--- config.mk ---
export PLATFORM = sky130hd
export DESIGN_NAME = lidar_frame_parser
export DESIGN_NICKNAME = d
export VERILOG_FILES = /design/src/design/lfp_pkg.sv /design/src/design/lfp_front.sv /design/src/design/lfp_queue.sv /design/src/design/lfp_back.sv /design/src/design/lidar_frame_parser.sv
export SDC_FILE = /design/constraint.sdc
export NUM_CORES = 1
export LEC_CHECK = 0
export BUFFER_PORTS_ARGS = -buffer_cell sky130_fd_sc_hd__buf_2
export CAP_MARGIN = 10
export CORE_MARGIN = 10
export CORE_UTILIZATION = 56
export CTS_BUF_LIST = sky130_fd_sc_hd__clkbuf_16
export DETAILED_ROUTE_END_ITERATION = 7
export GPL_TIMING_DRIVEN = 0
export MAX_ROUTING_LAYER = met4
export PLACE_DENSITY_LB_ADDON = 0.25
export SLEW_MARGIN = 20
export SYNTH_ARGS = -nofsm -noshare
export SYNTH_HDL_FRONTEND = slang
export SYNTH_HIERARCHICAL = 1
export SYNTH_SLANG_ARGS = --single-unit
--- constraint.sdc ---
create_clock -name clk -period 18.9 [get_ports clk]
set_clock_uncertainty 0.2 [all_clocks]
set_input_delay 2.835 -clock clk [delete_from_list [all_inputs] [get_ports clk]]
set_output_delay 2.835 -clock clk [all_outputs]
set_load 0.005 [all_outputs]
--- src/design/lfp_pkg.sv ---
package lfp_pkg;

    // Frame geometry
    localparam int POINTS_PER_FRAME = 12;
    localparam int BODY_BYTES       = 45;

    localparam logic [7:0] HDR_FIRST  = 8'h54;
    localparam logic [7:0] HDR_SECOND = 8'h2C;

    // Body offsets: speed and start angle, then the points, then end angle and time
    localparam int PTS_BASE = 4;
    localparam int PTS_END  = PTS_BASE + 3 * POINTS_PER_FRAME;

    localparam int POS_W = $clog2(BODY_BYTES);
    localparam int IDX_W = (POINTS_PER_FRAME > 1) ? $clog2(POINTS_PER_FRAME) : 1;

    localparam int IN_W  = 8;
    localparam int OUT_W = 104;

    // Frame queue between parser and record emitter
    localparam int FQ_DEPTH = 2;
    localparam int FQ_PTR_W = (FQ_DEPTH > 1) ? $clog2(FQ_DEPTH) : 1;
    localparam int FQ_CNT_W = $clog2(FQ_DEPTH + 1);

    typedef struct packed {
        logic [7:0]  intensity;
        logic [15:0] distance;
    } lfp_point_t;

    typedef struct packed {
        lfp_point_t [POINTS_PER_FRAME-1:0] points;
        logic [7:0]                        crc;
        logic [15:0]                       frame_time;
        logic [15:0]                       sweep_stop;
        logic [15:0]                       sweep_start;
        logic [15:0]                       speed;
    } lfp_frame_t;

    typedef struct packed {
        logic full;
        logic empty;
    } lfp_qstat_t;

endpackage

--- src/design/lfp_front.sv ---
module lfp_front
    import lfp_pkg::*;
(
    input  logic             clk,
    input  logic             rst_n,
    input  logic             in_valid,
    output logic             in_ready,
    input  logic [7:0]       rx_byte,
    input  lfp_qstat_t       qstat,
    output logic             push,
    output lfp_frame_t       frame
);

    localparam logic [1:0] PH_SEEK1 = 2'd0;
    localparam logic [1:0] PH_SEEK2 = 2'd1;
    localparam logic [1:0] PH_BODY  = 2'd2;

    localparam logic [1:0] SUB_LOW  = 2'd0;
    localparam logic [1:0] SUB_HIGH = 2'd1;
    localparam logic [1:0] SUB_INT  = 2'd2;

    localparam logic [POS_W-1:0] POS_LAST = POS_W'(BODY_BYTES - 1);
    localparam logic [IDX_W-1:0] PT_LAST  = IDX_W'(POINTS_PER_FRAME - 1);

    logic [1:0]       phase_reg, phase_next;
    logic [POS_W-1:0] pos_reg, pos_next;
    logic [1:0]       sub_reg, sub_next;
    logic [IDX_W-1:0] pt_reg, pt_next;
    logic [7:0]       low_reg, low_next;

    logic [15:0] hdr_reg  [4];
    logic [15:0] hdr_next [4];
    logic [15:0] dist_reg [POINTS_PER_FRAME];
    logic [15:0] dist_next[POINTS_PER_FRAME];
    logic [7:0]  inten_reg [POINTS_PER_FRAME];
    logic [7:0]  inten_next[POINTS_PER_FRAME];

    logic             accept;
    logic [POS_W-1:0] tail_rel;
    logic [15:0]      word;

    // Hold off only the CRC byte, and only while the frame queue is full
    assign in_ready = !((phase_reg == PH_BODY) && (pos_reg == POS_LAST) && qstat.full);
    assign accept   = in_valid && in_ready;
    assign tail_rel = pos_reg - POS_W'(PTS_END);
    assign word     = {rx_byte, low_reg};

    always_comb
    begin
        phase_next = phase_reg;
        pos_next   = pos_reg;
        sub_next   = sub_reg;
        pt_next    = pt_reg;
        low_next   = low_reg;
        hdr_next   = hdr_reg;
        dist_next  = dist_reg;
        inten_next = inten_reg;
        push       = 1'b0;
        if (accept)
        begin
            unique case (phase_reg)
                PH_SEEK1:
                begin
                    if (rx_byte == HDR_FIRST)
                    begin
                        phase_next = PH_SEEK2;
                    end
                end
                PH_SEEK2:
                begin
                    if (rx_byte == HDR_SECOND)
                    begin
                        phase_next = PH_BODY;
                        pos_next   = '0;
                        sub_next   = SUB_LOW;
                        pt_next    = '0;
                    end
                    else if (rx_byte != HDR_FIRST)
                    begin
                        phase_next = PH_SEEK1;
                    end
                end
                PH_BODY:
                begin
                    if (pos_reg == POS_LAST)
                    begin
                        push       = 1'b1;
                        phase_next = PH_SEEK1;
                        pos_next   = '0;
                    end
                    else
                    begin
                        pos_next = pos_reg + 1'b1;
                        if (int'(pos_reg) < PTS_BASE)
                        begin
                            if (!pos_reg[0])
                            begin
                                low_next = rx_byte;
                            end
                            else
                            begin
                                hdr_next[{1'b0, pos_reg[1]}] = word;
                            end
                        end
                        else if (int'(pos_reg) < PTS_END)
                        begin
                            unique case (sub_reg)
                                SUB_LOW:
                                begin
                                    low_next = rx_byte;
                                    sub_next = SUB_HIGH;
                                end
                                SUB_HIGH:
                                begin
                                    dist_next[pt_reg] = word;
                                    sub_next          = SUB_INT;
                                end
                                SUB_INT:
                                begin
                                    inten_next[pt_reg] = rx_byte;
                                    sub_next           = SUB_LOW;
                                    if (pt_reg != PT_LAST)
                                    begin
                                        pt_next = pt_reg + 1'b1;
                                    end
                                end
                                default:
                                begin
                                    sub_next = SUB_LOW;
                                end
                            endcase
                        end
                        else if (int'(pos_reg) < PTS_END + 4)
                        begin
                            if (!tail_rel[0])
                            begin
                                low_next = rx_byte;
                            end
                            else
                            begin
                                hdr_next[{1'b1, tail_rel[1]}] = word;
                            end
                        end
                    end
                end
                default:
                begin
                    phase_next = PH_SEEK1;
                end
            endcase
        end
    end

    always_comb
    begin
        frame.speed       = hdr_reg[0];
        frame.sweep_start = hdr_reg[1];
        frame.sweep_stop  = hdr_reg[2];
        frame.frame_time  = hdr_reg[3];
        frame.crc         = rx_byte;
        for (int k = 0; k < POINTS_PER_FRAME; k++)
        begin
            frame.points[k].distance  = dist_reg[k];
            frame.points[k].intensity = inten_reg[k];
        end
    end

    always_ff @(posedge clk or negedge rst_n)
    begin
        if (!rst_n)
        begin
            phase_reg <= PH_SEEK1;
            pos_reg   <= '0;
            sub_reg   <= SUB_LOW;
            pt_reg    <= '0;
            low_reg   <= '0;
        end
        else
        begin
            phase_reg <= phase_next;
            pos_reg   <= pos_next;
            sub_reg   <= sub_next;
            pt_reg    <= pt_next;
            low_reg   <= low_next;
        end
    end

    always_ff @(posedge clk)
    begin
        hdr_reg   <= hdr_next;
        dist_reg  <= dist_next;
        inten_reg <= inten_next;
    end

endmodule

--- src/design/lfp_queue.sv ---
module lfp_queue
    import lfp_pkg::*;
(
    input  logic       clk,
    input  logic       rst_n,
    input  logic       push,
    input  lfp_frame_t wr_frame,
    input  logic       pop,
    output lfp_frame_t rd_frame,
    output lfp_qstat_t qstat
);

    localparam logic [FQ_PTR_W-1:0] PTR_LAST = FQ_PTR_W'(FQ_DEPTH - 1);

    lfp_frame_t          mem_reg [FQ_DEPTH];
    logic [FQ_PTR_W-1:0] wr_ptr_reg, wr_ptr_next;
    logic [FQ_PTR_W-1:0] rd_ptr_reg, rd_ptr_next;
    logic [FQ_CNT_W-1:0] count_reg, count_next;

    assign qstat.full  = (count_reg == FQ_CNT_W'(FQ_DEPTH));
    assign qstat.empty = (count_reg == '0);
    assign rd_frame    = mem_reg[rd_ptr_reg];

    always_comb
    begin
        wr_ptr_next = wr_ptr_reg;
        rd_ptr_next = rd_ptr_reg;
        count_next  = count_reg;
        if (push)
        begin
            wr_ptr_next = (wr_ptr_reg == PTR_LAST) ? '0 : wr_ptr_reg + 1'b1;
        end
        if (pop)
        begin
            rd_ptr_next = (rd_ptr_reg == PTR_LAST) ? '0 : rd_ptr_reg + 1'b1;
        end
        if (push && !pop)
        begin
            count_next = count_reg + 1'b1;
        end
        else if (pop && !push)
        begin
            count_next = count_reg - 1'b1;
        end
    end

    always_ff @(posedge clk or negedge rst_n)
    begin
        if (!rst_n)
        begin
            wr_ptr_reg <= '0;
            rd_ptr_reg <= '0;
            count_reg  <= '0;
        end
        else
        begin
            wr_ptr_reg <= wr_ptr_next;
            rd_ptr_reg <= rd_ptr_next;
            count_reg  <= count_next;
        end
    end

    always_ff @(posedge clk)
    begin
        if (push)
        begin
            mem_reg[wr_ptr_reg] <= wr_frame;
        end
    end

endmodule

--- src/design/lfp_back.sv ---
module lfp_back
    import lfp_pkg::*;
(
    input  logic             clk,
    input  logic             rst_n,
    input  lfp_frame_t       head,
    input  lfp_qstat_t       qstat,
    output logic             pop,
    output logic             out_valid,
    input  logic             out_ready,
    output logic [OUT_W-1:0] out_data,
    output logic             out_last
);

    localparam logic [IDX_W-1:0] PT_LAST = IDX_W'(POINTS_PER_FRAME - 1);

    logic [IDX_W-1:0] cnt_reg, cnt_next;
    logic             valid_reg, valid_next;
    logic             last_reg;
    logic [OUT_W-1:0] data_reg;
    logic             load;
    lfp_point_t       pt;

    assign load = !qstat.empty && (!valid_reg || out_ready);
    assign pop  = load && (cnt_reg == PT_LAST);
    assign pt   = head.points[cnt_reg];

    always_comb
    begin
        cnt_next   = cnt_reg;
        valid_next = valid_reg;
        if (load)
        begin
            valid_next = 1'b1;
            cnt_next   = (cnt_reg == PT_LAST) ? '0 : cnt_reg + 1'b1;
        end
        else if (out_ready)
        begin
            valid_next = 1'b0;
        end
    end

    always_ff @(posedge clk or negedge rst_n)
    begin
        if (!rst_n)
        begin
            cnt_reg   <= '0;
            valid_reg <= 1'b0;
        end
        else
        begin
            cnt_reg   <= cnt_next;
            valid_reg <= valid_next;
        end
    end

    always_ff @(posedge clk)
    begin
        if (load)
        begin
            data_reg <= {4'b0000, pt.intensity, pt.distance, 4'(cnt_reg), head.crc,
                         head.frame_time, head.sweep_stop, head.sweep_start, head.speed};
            last_reg <= (cnt_reg == PT_LAST);
        end
    end

    assign out_valid = valid_reg;
    assign out_data  = data_reg;
    assign out_last  = last_reg;

endmodule

--- src/design/lidar_frame_parser.sv ---
// Byte-serial parser for 47-byte lidar frames. Feed one received serial byte per
// request on the slave side; the parser hunts for the header 0x54 0x2C (a byte
// other than 0x2C after 0x54 is re-examined as a possible header start), then
// collects the 45 body bytes: little-endian speed and start angle, twelve points
// of 16-bit distance plus 8-bit intensity, end angle, timestamp and CRC. Header
// bytes inside the body are plain data. When the CRC byte arrives the frame is
// handed to a two-frame queue and twelve point records go out on the master side,
// one per cycle while tready is high, each carrying the frame fields; tlast marks
// the twelfth. The CRC is passed on unchecked and angles stay raw, in units of
// 0.01 degree. Rate: one byte per cycle, always, except that the CRC byte waits
// while both queue slots hold frames not yet drained; the record emitter drains
// one record per cycle from its output register while tready is high. With the
// emitter idle, the CRC byte pushes the frame into a queue slot, and its first
// record is then loaded into the output register, from which it goes out valid.
module lidar_frame_parser
    import lfp_pkg::*;
(
    input  logic             clk,
    input  logic             rst_n,
    input  logic             s_axis_tvalid,
    output logic             s_axis_tready,
    input  logic [IN_W-1:0]  s_axis_tdata,   // [7:0] rx_byte
    output logic             m_axis_tvalid,
    input  logic             m_axis_tready,
    output logic [OUT_W-1:0] m_axis_tdata,   // [15:0] rotation_speed, [31:16] sweep_start,
                                             // [47:32] sweep_stop, [63:48] frame_time,
                                             // [71:64] frame_crc, [75:72] point_index,
                                             // [91:76] distance, [99:92] intensity,
                                             // [103:100] zero
    output logic             m_axis_tlast    // last_point
);

    lfp_frame_t push_frame;
    lfp_frame_t head_frame;
    lfp_qstat_t qstat;
    logic       push;
    logic       pop;

    // Parse bytes, keep the frame being collected
    lfp_front u_front (
        .clk      (clk),
        .rst_n    (rst_n),
        .in_valid (s_axis_tvalid),
        .in_ready (s_axis_tready),
        .rx_byte  (s_axis_tdata[7:0]),
        .qstat    (qstat),
        .push     (push),
        .frame    (push_frame)
    );

    // Hold finished frames until the emitter gets to them
    lfp_queue u_queue (
        .clk      (clk),
        .rst_n    (rst_n),
        .push     (push),
        .wr_frame (push_frame),
        .pop      (pop),
        .rd_frame (head_frame),
        .qstat    (qstat)
    );

    // Emit one point record per cycle from the head frame while the master side is ready
    lfp_back u_back (
        .clk       (clk),
        .rst_n     (rst_n),
        .head      (head_frame),
        .qstat     (qstat),
        .pop       (pop),
        .out_valid (m_axis_tvalid),
        .out_ready (m_axis_tready),
        .out_data  (m_axis_tdata),
        .out_last  (m_axis_tlast)
    );

    // A frame is never pushed onto a full queue
    assert property (@(posedge clk) disable iff (!rst_n) push |-> !qstat.full)
        else $error("frame pushed while queue full");

    // A pushed frame is visible in the queue next cycle
    assert property (@(posedge clk) disable iff (!rst_n) push |=> !qstat.empty)
        else $error("queue empty right after a push");

    // The flagged record is always the final point of its frame
    assert property (@(posedge clk) disable iff (!rst_n)
        (m_axis_tvalid && m_axis_tlast) |-> (m_axis_tdata[75:72] == 4'(POINTS_PER_FRAME - 1)))
        else $error("last record carries wrong point index");

    // Nothing is popped from an empty queue
    assert property (@(posedge clk) disable iff (!rst_n) pop |-> !qstat.empty)
        else $error("pop from empty queue");

endmodule
==> reports/results.txt, run 1 <==
largest net degree at the start of global routing = 54
WP data arrival = 3080 ps
post-synth cell types = 61
Placed Instance Area = 0.0486 sq mm
Initial Util = 0.567
crit path time final = 6120 ps
async set-reset flop share out of synthesis = 0.0257
Final GP Congestion = 0.798
initial antenna violation count = 3
xor/xnor share of the synthesized area = 0.00115
Core Util, Final = 0.647
# DRC = 0
Layout area overhead = 14.1%
post-synthesis mux area share = 0.152
cell with the most instances after synthesis = edfxtp_1
maximum clock frequency = 0.163 GHz
I/O Buffers = 114
Startpoint Class = register
Final Instance Area = 0.0523 sq mm
DR vias = 20,600
CP Max Fanout = 10
top cells by area, synth = edfxtp_1 77%, mux2_4 9.5%, mux4_2 2.8%
Antenna Nets Post-Route = 0
Vias/cell = 5.88
CTS tree = done
final period utilization = 0.324
Root Driver = clkbuf_16
Synth top cells by count = 1,173 x edfxtp_1, 290 x mux2_4, 76 x mux2_2, 65 x and3_1, 59 x nand2_1
count of final setup violators = 0
Worst path top cell family by delay = buffers and inverters
Tot GR Track Use = 0.209
die area = 0.0937 sq mm
setup bufs post-CTS = 0
CTS sink count = 1,204
Post-Synth Adder-Cell Area = 0.00300
Pre-Repair DR Iteration Count = 5
vias in the first global route = 21,300
Yosys top cell area share = 0.769
DRT Wirelength = 95.9 mm
TritonCTS Buffers = 115
Simple-Gate Fraction of Synth Area = 0.0268
Hold Fails Final Rpt = 0
Final Max Slew Viols = 0
Post-DP HPWL = 59.4 mm
most frequent cell on the critical path = clkbuf_1
Avg Cell Area, Syn = 22.2 sq um
Synth Flop Type = edfxtp_1
grt ovf = 0
worst skew pair latency = 680 ps
status = complete, no violations
number of synthesized flops with an enable pin = 1,173
Core ar. = 0.0808 sq mm
Cell Chain, Critical Path = clkbuf_1, inv_1, clkbuf_1, ha_1, nand4_1, nor2_1, nand3_1, buf_2
R2R setup slack = 13,990 ps
Post-CTS Resized = 0
maximum VDD drop = 0.000113 V
Largest register FFs = 720
worst slew pin tran = 1150 ps
CTS Hold Bufs = 0
mapped cell area = 0.0458 sq mm
Max Cap Violations = 0
Ports = 119
clock slew at reported path FFs = 70 ps
critical path's slowest cell = clkbuf_1
cells after synthesis = 2,066
FP Rows = 104
H-tree Lvls = 3
first-pass GRT wire length = 140 mm
die width = 306 microns
fin nets = 2,360
Synth warnings = 6
buffer depth of the longest clock path = 3
worst path required time = 15,870 ps
hold crit path type = reg2reg
Leak Pwr = 18.4 nW
total negative slack = 0 ps
Die Y = 306 microns
crit path buf inv count = 4
Synth Area in Compound Gates = 0.0129
worst relative slew slack = 0.232
layout cells sized above 1 = 0.345
pwr/cell area = 130 mW/mm^2
sequential share of the synthesized area = 0.786
CP peak stage delay = 430 ps
area leader, netlist = edfxtp_1
Crit Path Class = reg2out
fill cell count = 5,143
DRT iter0 DRCs = 2,273
largest family of logic cells by synthesized area = multiplexers
element type at the critical path end = primary output
RSZ-0062 raised after global routing = no
drt wl/cell = 27.4 microns
FF+latch count, synth = 1,204
==> where the power goes <==
part	switching, mW	internal, mW
clock	0.947	1.24
sequential	0.0413	3.01
combinational	0.851	0.736
==> worst register-to-register path, stage by stage, from the launching register on <==
cell and delay [ps]:
dfrtp_1 380, clkbuf_1 460, inv_1 270, clkbuf_1 310, ha_1 290, nand3_1 120
o21a_1 300, and3_1 310, nor2b_4 690, buf_12 280, buf_16 200, buf_16 200
buf_16 200, buf_16 180, buf_16 180
==> stage by stage <==
stage	cells	hold WS [ps]	setup slack (ps)	power (mW)
CTS	3495	238	12830	6.88
detailed placement	3280	229	12900	4.70
finish	3496	238	12780	6.82
floorplan	2069	221	5540	4.15
global route	3495	249	12620	7.03
global placement	3243	221	89.6	4.69
==> placed cells by master, fill, tap and decap left out, drive strengths merged, types with 9 or more instances in the layout <==
cell type	instances
nor2b	9
dfrtp	31
mux4	72
edfxtp	1173
bufinv	9
nand3	9
and3	65
a22oi	24
buf	223
and2	19
clkbuf	143
nor2	20
ha	11
nand2	59
clkinv	49
inv	48
o21ai	10
mux2	372
==> per-layer routing <==
layer / track usage / part of all wire / up-vias
li1: - / - / 8852
met1: 0.273 / 0.41 / 10900
met2: 0.349 / 0.51 / 714
met3: 0.0288 / 0.057 / 125
met4: 0.0446 / 0.015 / 0
met5: - / 0 / -
==> worst paths after layout <==
check                                          startpoint                                end  depth (start not counted)
setup / recovery           u_front/pos_reg[1]$_DFFE_PN0P_                      s_axis_tready                          8
hold / removal               u_front/frame[220]$_DFFE_PP_  u_queue/mem_reg[1][220]$_DFFE_PP_                          0
setup reg to reg           u_front/pos_reg[1]$_DFFE_PN0P_  u_queue/mem_reg[0][320]$_DFFE_PP_                         14
hold reg to reg              u_front/frame[220]$_DFFE_PP_  u_queue/mem_reg[1][220]$_DFFE_PP_                          0
max in group asynchronous                           rst_n      u_back/cnt_reg[0]$_DFFE_PN0P_                          1
min in group asynchronous                           rst_n     u_front/pos_reg[2]$_DFFE_PN0P_                          1
==> cell families (layout without fill, tap and decap cells) <==
family | after synthesis | in the layout
buffers and inverters | 113 | 479
AND/OR/NAND/NOR | 223 | 223
AO/OA/AOI/OAI | 64 | 64
adder cells (fa/ha/maj) | 11 | 11
flip-flops | 1204 | 1204
multiplexers | 444 | 444
other | 1 | 5
XOR/XNOR | 6 | 6
==> cell type report <==
cell class                      instances  area (sq um)  area share
Buffer                                 99           805      0.0154
Multi-Input combinational cell        752          9050       0.173
Inverter                               14          52.6     0.00100
Clock buffer                          116          2900      0.0555
Timing Repair Buffer                  151          1400      0.0267
Antenna cell                            1          2.50   0.0000479
Sequential cell                      1204         36000       0.688
Clock inverter                         99           751      0.0144
Tap cell                             1060          1330      0.0254
Note: power is estimated with default switching activity, not from simulation.
==> run 2: changes to the inputs <==
Settings changed: CORE_UTILIZATION 56 to 60.
Clock period 18.9 ns to 6.2 ns, I/O delays scaled along.
==> reports/results.txt, run 2 (synthesized netlist as in run 1, its figures left out) <==
Pre-Repair DR Iteration Count = 6 (+1)
element type at the critical path end = register
Max Cap Violations = 0 (unchanged)
DRT Wirelength = 96.3 mm (+0.38%)
worst relative slew slack = 0.235 (+0.00258)
vias in the first global route = 21,700 (+1.8%)
worst slew pin tran = 1150 ps (-3.87 ps)
DR vias = 20,700 (+0.86%)
die area = 0.0878 sq mm (-6.2%)
Antenna Nets Post-Route = 0 (unchanged)
status = complete, no violations
final period utilization = 0.601
maximum clock frequency = 0.268 GHz
Layout Cells excl Fill = 3,402 (-2.7%)
worst path required time = 6340 ps (-9530 ps)
Ports = 119 (unchanged)
crit path from = u_front/pos_reg[1]$_DFFE_PN0P_
Layout area overhead = 13.6%
CP Max Fanout = 46 (+36)
FP Rows = 101 (-2.9%)
initial antenna violation count = 5 (+2)
Most Crowded Layer GR = met2
worst skew pair latency = 700 ps (+20 ps)
most frequent cells in the layout = 1,173 x edfxtp_1, 290 x mux2_4, 133 x buf_2
# DRC = 0 (unchanged)
Crit Path Class = reg2reg
most common library cell in the layout ignoring fill and taps = edfxtp_1
Post-CTS Resized = 0 (unchanged)
Critical R2R Capture = u_queue/mem_reg[1][66]$_DFFE_PP_
CTS tree = done
WP data arrival = 3870 ps (+790 ps)
layout cells sized above 1 = 0.346 (+0.000742)
met1 Usage GRT = 0.309 (+0.0361)
crit path to = u_queue/mem_reg[1][66]$_DFFE_PP_
H-tree Lvls = 3 (unchanged)
Diodes inserted = 0 (-1)
met3 GRT Util = 0.0254 (-0.00344)
pwr/cell area = 398 mW/mm^2 (+210%)
Core ar. = 0.0758 sq mm (-6.2%)
DRT iter0 DRCs = 2,380 (+4.7%)
Leak Pwr = 18.1 nW (-1.5%)
first-pass GRT wire length = 143 mm (+2.1%)
Root Driver = clkbuf_16
Inst Count DP = 3,198 (-2.5%)
total power = 20.7 mW (+200%)
crit path time final = 3730 ps
Largest register FFs = 720 (unchanged)
Vias/cell = 6.10 (+3.6%)
Initial Util = 0.604 (+0.0373)
hold crit path type = in2async
Die Y = 296 microns (-3.2%)
Final GP Congestion = 0.792 (-0.81%)
grt ovf = 0 (unchanged)
buffer depth of the longest clock path = 3 (unchanged)
TritonCTS Buffers = 112 (-2.6%)
setup bufs post-CTS = 0 (unchanged)
clock slew at reported path FFs = 60 ps (about the same)
CTS Hold Bufs = 0 (unchanged)
Final Max Slew Viols = 0 (unchanged)
Post-DP HPWL = 58.9 mm (-0.78%)
Reg2Reg Depth = 11 (-3)
count of final setup violators = 0 (unchanged)
R2R setup slack = 2470 ps (-11,520 ps)
Tot GR Track Use = 0.231 (+0.0221)
CTS sink count = 1,204 (unchanged)
Startpoint Class = register
I/O Buffers = 114 (unchanged)
largest net degree at the start of global routing = 49 (-9.3%)
fin nets = 2,357 (-0.13%)
Hold Fails Final Rpt = 0 (unchanged)
drt wl/cell = 28.3 microns (+3.1%)
maximum VDD drop = 0.000274 V (+140%)
die width = 296 microns (-3.2%)
r2r startpoint = u_front/pos_reg[1]$_DFFE_PN0P_
RSZ-0062 raised after global routing = no
GRT met2 Usage = 0.373 (+0.0235)
[run 2: cell types whose count changed in the layout (fill, tap and decap cells not counted), moves of 3 or more]
cell / previous run / this run
inv_1: 47 / 40
buf_16: 19 / 15
clkbuf_16: 116 / 112
clkinv_1: 27 / 31
clkinv_2: 17 / 13
buf_12: 15 / 18
[run 2: metrics by stage]
step | util | hold WS (ps) | setup slack, ps | area [sq um] | setup TNS (ps)
finish | 0.687 | 115 | 2470 | 52100 | 0
global route | 0.687 | 131 | 2310 | 52100 | 0
CTS | 0.686 | 87.5 | 2540 | 52000 | 0
detailed placement | 0.640 | 229 | 2520 | 48500 | 0
global placement | 0.629 | 222 | -4530 | 47700 | -2877570
floorplan | - | 221 | -1170 | 45900 | -499230
[run 2: worst max-delay path: stages (launching register included)]
cell	delay (ps)
dfrtp_1	420
clkbuf_8	200
inv_4	100
clkbuf_8	180
ha_4	140
nand4_1	170
nor2_1	250
and3_4	260
and2_4	510
buf_12	300
buf_16	270
buf_16	290
[run 2: report_power, final]
group	switching, mW	internal (mW)
logic	2.61	2.25
registers	0.144	9.19
clock network	2.87	3.65
total	5.62	15.1
[run 2: worst min-delay path by stage]
stage / start / end / slack, ps / cells past startpoint
after floorplan: u_front/frame[0]$_DFFE_PP_ / u_queue/mem_reg[0][0]$_DFFE_PP_ / 220 / 0
after global placement: u_front/frame[187]$_DFFE_PP_ / u_queue/mem_reg[1][187]$_DFFE_PP_ / 220 / 0
after detailed placement: u_front/frame[235]$_DFFE_PP_ / u_queue/mem_reg[1][235]$_DFFE_PP_ / 230 / 0
after CTS: rst_n / u_front/pos_reg[3]$_DFFE_PN0P_ / 90 / 1
after global routing: rst_n / u_front/pos_reg[2]$_DFFE_PN0P_ / 130 / 1
final: rst_n / u_back/out_valid$_DFFE_PN0P_ / 120 / 1
[run 2: final cells by class]
type / count / area, sq um
multi-input combinational: 752 / 9080
clock buffer: 112 / 2800
fill: 4582 / 23800
tap: 978 / 1220
sequential: 1204 / 36000
timing repair buffer: 151 / 1360
inverter: 14 / 55.1
clock inverter: 92 / 718
buffer: 99 / 825
[run 2: layer usage]
metal | up-vias | routed length [microns] | share of wire
met5 | - | 0 | 0
met4 | 0 | 2820 | 0.029
li1 | 8842 | - | -
met1 | 10900 | 39000 | 0.41
met3 | 171 | 5910 | 0.061
met2 | 867 | 48600 | 0.50
